<file path="src/rtl/lcw_decompressor_assert.svh">
// Assertion macros for the LCW decompressor.
// Used by the top level only; no other dependencies.
`ifndef LCW_DECOMPRESSOR_ASSERT_SVH
`define LCW_DECOMPRESSOR_ASSERT_SVH
// Checks that a condition implies a consequence on the same edge.
`define LCW_ASSERT_IMP(label, cond, cons) \
  label: assert property (@(posedge clk) disable iff (rst) (cond) |-> (cons)) \
    else $error("lcw assertion failed");
// Checks that a condition implies a consequence on the next edge.
`define LCW_ASSERT_NEXT(label, cond, cons) \
  label: assert property (@(posedge clk) disable iff (rst) (cond) |=> (cons)) \
    else $error("lcw assertion failed");
`endif

</file>
<file path="src/rtl/lcw_pkg.sv">
// Shared types and constants for the LCW decompressor.
// No dependencies.
package lcw_pkg;

  // Parser phases.
  typedef enum logic [3:0] {
    PH_FIRST     = 4'd0,
    PH_CMD       = 4'd1,
    PH_OP1       = 4'd2,
    PH_OP2       = 4'd3,
    PH_OP3       = 4'd4,
    PH_OP4       = 4'd5,
    PH_LIT       = 4'd6,
    PH_COPY      = 4'd7,
    PH_FILL      = 4'd8,
    PH_COPY_LAST = 4'd9,
    PH_FILL_LAST = 4'd10
  } phase_t;

  // End reasons on the final item.
  localparam logic [1:0] END_MARKER = 2'd0;
  localparam logic [1:0] END_LIMIT  = 2'd1;
  localparam logic [1:0] END_INPUT  = 2'd2;

  localparam logic [7:0] CMD_END  = 8'h80;
  localparam logic [7:0] CMD_LONG = 8'hff;
  localparam logic [7:0] CMD_FILL = 8'hfe;
  localparam logic [16:0] LIMIT_CAP = 17'd65536;

  // One result item.
  typedef struct packed {
    logic [7:0]  out_byte;
    logic        is_final;
    logic [16:0] total_length;
    logic [1:0]  end_reason;
  } result_t;

endpackage

</file>
<file path="src/rtl/lcw_out_fifo.sv">
// Small result queue of the LCW decompressor, four entries deep.
// Uses lcw_pkg for the result type.
module lcw_out_fifo (
  input  logic            clk,
  input  logic            rst,
  input  logic            push,
  input  lcw_pkg::result_t din,
  input  logic            pop,
  output lcw_pkg::result_t dout,
  output logic            nonempty,
  output logic [2:0]      level
);

  lcw_pkg::result_t q [4];
  logic [1:0] rp;
  logic [1:0] wp;

  assign dout = q[rp];
  assign nonempty = (level != 3'd0);

  // Pointers and fill level.
  always_ff @(posedge clk) begin
    if (rst) begin
      rp <= 2'd0;
      wp <= 2'd0;
      level <= 3'd0;
    end else begin
      if (push) wp <= wp + 2'd1;
      if (pop) rp <= rp + 2'd1;
      level <= level + {2'd0, push} - {2'd0, pop};
    end
  end

  // Storage.
  always_ff @(posedge clk) begin
    if (push) q[wp] <= din;
  end

endmodule

</file>
<file path="config.mk">
export PLATFORM = sky130hd
export DESIGN_NAME = lcw_out_fifo
export DESIGN_NICKNAME = d
export VERILOG_FILES = /design/src/rtl/lcw_decompressor_assert.svh /design/src/rtl/lcw_pkg.sv /design/src/rtl/lcw_out_fifo.sv
export SDC_FILE = /design/constraint.sdc
export NUM_CORES = 1
export LEC_CHECK = 0
export ABC_AREA = 1
export BUFFER_PORTS_ARGS = -buffer_cell sky130_fd_sc_hd__buf_2
export CAP_MARGIN = 20
export CELL_PAD_IN_SITES_DETAIL_PLACEMENT = 0
export CELL_PAD_IN_SITES_GLOBAL_PLACEMENT = 2
export CORE_MARGIN = 2
export CORE_UTILIZATION = 40
export CTS_BUF_LIST = sky130_fd_sc_hd__clkbuf_8
export DETAILED_ROUTE_END_ITERATION = 12
export PLACE_DENSITY = 0.82
export SETUP_SLACK_MARGIN = 0.05
export SLEW_MARGIN = 20
export SYNTH_ARGS = -nofsm -noshare
export SYNTH_HDL_FRONTEND = slang
export SYNTH_SLANG_ARGS = --single-unit
</file>
<file path="constraint.sdc">
create_clock -name clk -period 1.75 [get_ports clk]
set_input_delay 0.175 -clock clk [delete_from_list [all_inputs] [get_ports clk]]
set_output_delay 0.175 -clock clk [all_outputs]
set_load 0.05 [all_outputs]
</file>
* Word level (Yosys, flattened, before mapping)
Memory sizes are Yosys's and may differ from the RTL's. A register that Yosys moved wholly into a read port is not among the register bits.
Cells that the tools add are included.
** Cells by class
- Mux-type cells :: 4
- Reduce and logical (&&, ||, !) cells :: 1
- Add/sub/neg operators :: 4
** Operators by type and width (number)
- 2-bit by 1-bit adder with 2-bit output, second input constant :: 2
- 2-bit 2-to-1 mux :: 2
- 3-bit by 1-bit adder with 3-bit output :: 1
- 3-bit nonzero test :: 1
- 3-bit by 1-bit subtractor with 3-bit output :: 1
- 1-bit 2-to-1 mux :: 2
** Word-level totals
- Memories kept :: 1
- Output and inout bits :: 32
- RAM bits :: 112
- Bits in registers :: 7
- Logic and storage cells :: 13
** Memory list
- q :: depth 4, width 28, rd ports 1, clocked after memory_dff 1, wr ports 1, line lcw_out_fifo.sv:14 : lcw_pkg::result_t q [4];

* Logic depth before layout (Yosys ltp)
- Word-level depth :: 3
- Gate-level depth with buffers :: 8

* Least setup slack after synthesis
No wires, ideal clock.
- Path type :: register to register
- Start :: reg level[0]
- End :: reg level[2]
- Arrival time :: 1742 ps
- Setup time :: 115 ps
- Slack :: -107 ps
- Data required time :: 1635 ps
- Cell stages (with the launch flop) :: 8
- Path through :: dfxtp_1 inv_1 ha_1 inv_1 ha_1 fa_1 a21oi_1 nor2_1
** Between the ends
- Longest elaborated chain between the ends :: 2
** RTL lines
- from (decl) :: line lcw_out_fifo.sv:11 : output logic [2:0] level
- from (signal assigned) :: line lcw_out_fifo.sv:30 : level <= level + {2'd0, push} - {2'd0, pop};
- 3-bit by 1-bit adder with 3-bit output :: line lcw_out_fifo.sv:30
- 3-bit by 1-bit subtractor with 3-bit output :: line lcw_out_fifo.sv:30
Every way passes these cells.
A chain may end at the register's enable or synchronous reset.

==> results.yml <==
detailed_routing:
  drt_iter0_markers: 135
  wire_per_inst_um: 13.9
  drc: 0
  vias_per_cell: 4.62
  vias: 3005
  final_antenna_net_count: 0
  drtPass1Iterations: 4
  wl_um: 9060
pwr:
  power_density_nw_per_um2: 1100
  p_sw_mw: 1.88
  power.share.clock_pct: 33.7
  power.share.sequential_pct: 48.0
  irDropWorstVdd_mv: 0.474
  leakage_nw: 2.56
  intPower_mw: 5.11
  pwr-share-comb_pct: 18.3
  swShare_pct: 26.9
finish:
  area_growth_pct: 31.5
  multi_input_area_um2: 938
  regArea_um2: 3550
  antenna_cells: 0
  drive_above_1_share_pct: 23.4
  num-nets-final: 530
  fill_cells: 989
  layoutNonFillerInstCount: 651
yosys:
  synthArstFlopShare_pct: 0
  synth_top_cells_by_count: "edfxtp_1, inv_1, nand2_1"
  yosys.area.top_type: "edfxtp_1"
  synth_top_cell_area_share_pct: 69.8
  synth.most_common_cell: "edfxtp_1"
  synthCells: 381
  synth_edf_count: 112
  synth_warnings: 0
  syn-num-nets: 420
  ys_ff_latch: 121
  ys_types: 16
  synthTopCellsByArea: "edfxtp_1, inv_1, nand2_1"
  seq_area_frac_synth_pct: 73.6
  netlist_area_um2: 4820
  syn_area_per_cell_um2: 12.6
  yosys_most_used_dff: "edfxtp_1"
floorplanning:
  coreArea_um2: 11900
  initial_utilization_pct: 40.6
  die_area_um2: 12900
  io_pins: 64
  rows: 40
  die_height_um: 114
  die_width_um: 114
global_route:
  grt_usage_pct: 14.1
  antenna_found_initial: 0
  grt_max_degree: 57
  gr-total-overflow: 0
  grt_pass1_wl_um: 13700
  grt_pass1_vias: 2779
setup_path:
  r2r_slack_ps: 240
  r2r_cells: 7
  rr_startpoint: "level[0]"
  r2r_end: "level[2]"
  cp-end-kind: "output pin"
  cp-start-kind: "register"
  arrival_ps: 1530
  crit_required_ps: 1570
  crit_fanout: 28
  worstSetupPathType: "reg -> out"
placed_design:
  place.gp.congestion: 0.752
  detailed_place_hpwl_um: 5130
  portBuffers: 63
  placed_cells: 585
worst_hold_path:
  min_from: "push"
  hold_end: "wp[1]"
  hold_depth: 3
  min_path_type: "in -> reg"
clock_network:
  clk_path_buf_depth: 2
  clock_sinks: 121
  numCtsBuffers: 17
  cts_root_buf: "clkbuf_8"
  clock_latency_ps: 430
  path_clk_slew_ps: 60
  cts_tree: "done"
  htreeDepth: 4
sta:
  grt_setup_unrepaired: "yes"
  fin_hold_ws_ps: 118
  slew_headroom_pct: 77.3
  period_minus_slack_ps: 1700
  clock_skew_ps: 10.1
  finalCritPeriodShare_pct: 97.3
  setup_violations: 0
  worst_slew_pin_slew_ps: 341
  slew_viol_final: 0
  max_freq_mhz: 587
  hold_viol_final: 0
run:
  drv_cap: 0
outcome:
  status: "finished, final reports clean"
-- through the flow --
stage | utilization (%) | cell area [um2] | setup WS (ps) | TNS (ps) | power, mW
floorplan | - | 4820 | 66.4 | 0 | 4.17
global placement | 45.2 | 5360 | 263 | 0 | 4.46
detailed placement | 45.2 | 5360 | 248 | 0 | 4.47
CTS | 52.0 | 6170 | 14.7 | 0 | 6.96
global route | 53.4 | 6330 | -69.1 | -692 | 7.28
finish | 53.4 | 6330 | 47.4 | 0 | 6.99
-- logic make-up after synthesis --
kind of cell / Yosys count / synth area share, %
DFF: 121 / 73.6
AOI/OAI and AO/OA: 94 / 11.2
buffers and inverters: 90 / 7.82
and+or+nand+nor: 69 / 5.43
adders and majority gates: 7 / 1.97
-- worst max-delay path, cell delays in order, from the launching register on --
cell and delay [ps]:
dfxtp_4 440, clkbuf_16 230, nand2_2 60, o211ai_1 70, nand2_1 110, buf_6 170
-- power groups by stage --
stage	Sequential [mW]	Clock, mW	Combinational [mW]
2_1_floorplan	3.47	0	0.708
5_1_grt	3.37	2.53	1.38
3_5_place_dp	3.42	0	1.05
3_3_place_gp	3.41	0	1.04
6_report	3.36	2.35	1.28
4_1_cts	3.35	2.41	1.21
-- cells in the final DEF, fill, tap and decap left out, types with 7 or more instances in the layout --
cell / netlist / routed
buf_4: 5 / 10
o21ai_0: 17 / 13
inv_1: 72 / 75
a21oi_1: 34 / 27
o211ai_1: 28 / 28
buf_2: 10 / 35
edfxtp_1: 112 / 112
a21oi_2: 0 / 7
nand2_1: 64 / 58
o21ai_1: 15 / 19
dlygate4sd3_1: 0 / 30
clkbuf_8: 0 / 17
buf_6: 1 / 28
-- sequential cells by signal, indices dropped and copies added (netlist names), named ones only --
register  flops
wp            2
q           112
level         3
rp            2
-- metal layers --
| metal | GRT usage (%) | vias up | share of wire, % |
|---|---|---|---|
| met2 | 22.3 | 59 | 49 |
| met3 | 5.05 | 9 | 3.7 |
| met5 | 0 | - | 0 |
| li1 | - | 1532 | - |
| met4 | 5.45 | 0 | 1.2 |
| met1 | 17.8 | 1405 | 46 |
-- worst max-delay path by stage --
| stage | end | slack (ps) | cells past startpoint |
|---|---|---|---|
| after floorplan | level[2] | 70 | 7 |
| after global placement | level[2] | 260 | 7 |
| after detailed placement | level[2] | 250 | 7 |
| after CTS | dout[4] | 10 | 5 |
| after global routing | dout[17] | -70 | 5 |
| final | dout[27] | 50 | 5 |
-- repair_timing --
| item | CTS | global route |
|---|---|---|
| endpoints found under the setup margin | 28 | 28 |
| endpoints found under the hold margin | 116 | 0 |
| buffers inserted | 2 | 0 |
| cloned | 0 | 2 |
| hold buffers | 30 | 0 |
| pin swaps | 2 | 2 |
| resized for setup | 43 | 33 |
-- cell type report --
class                      count  area share (%)
tap                          147            2.90
clock buffer                  17            3.69
timing repair buffer         109            16.0
clock inverter                15            2.25
sequential                   121            56.1
multi-input combinational    170            14.8
inverter                      72            4.27
Power figures use the tool's default switching activity.
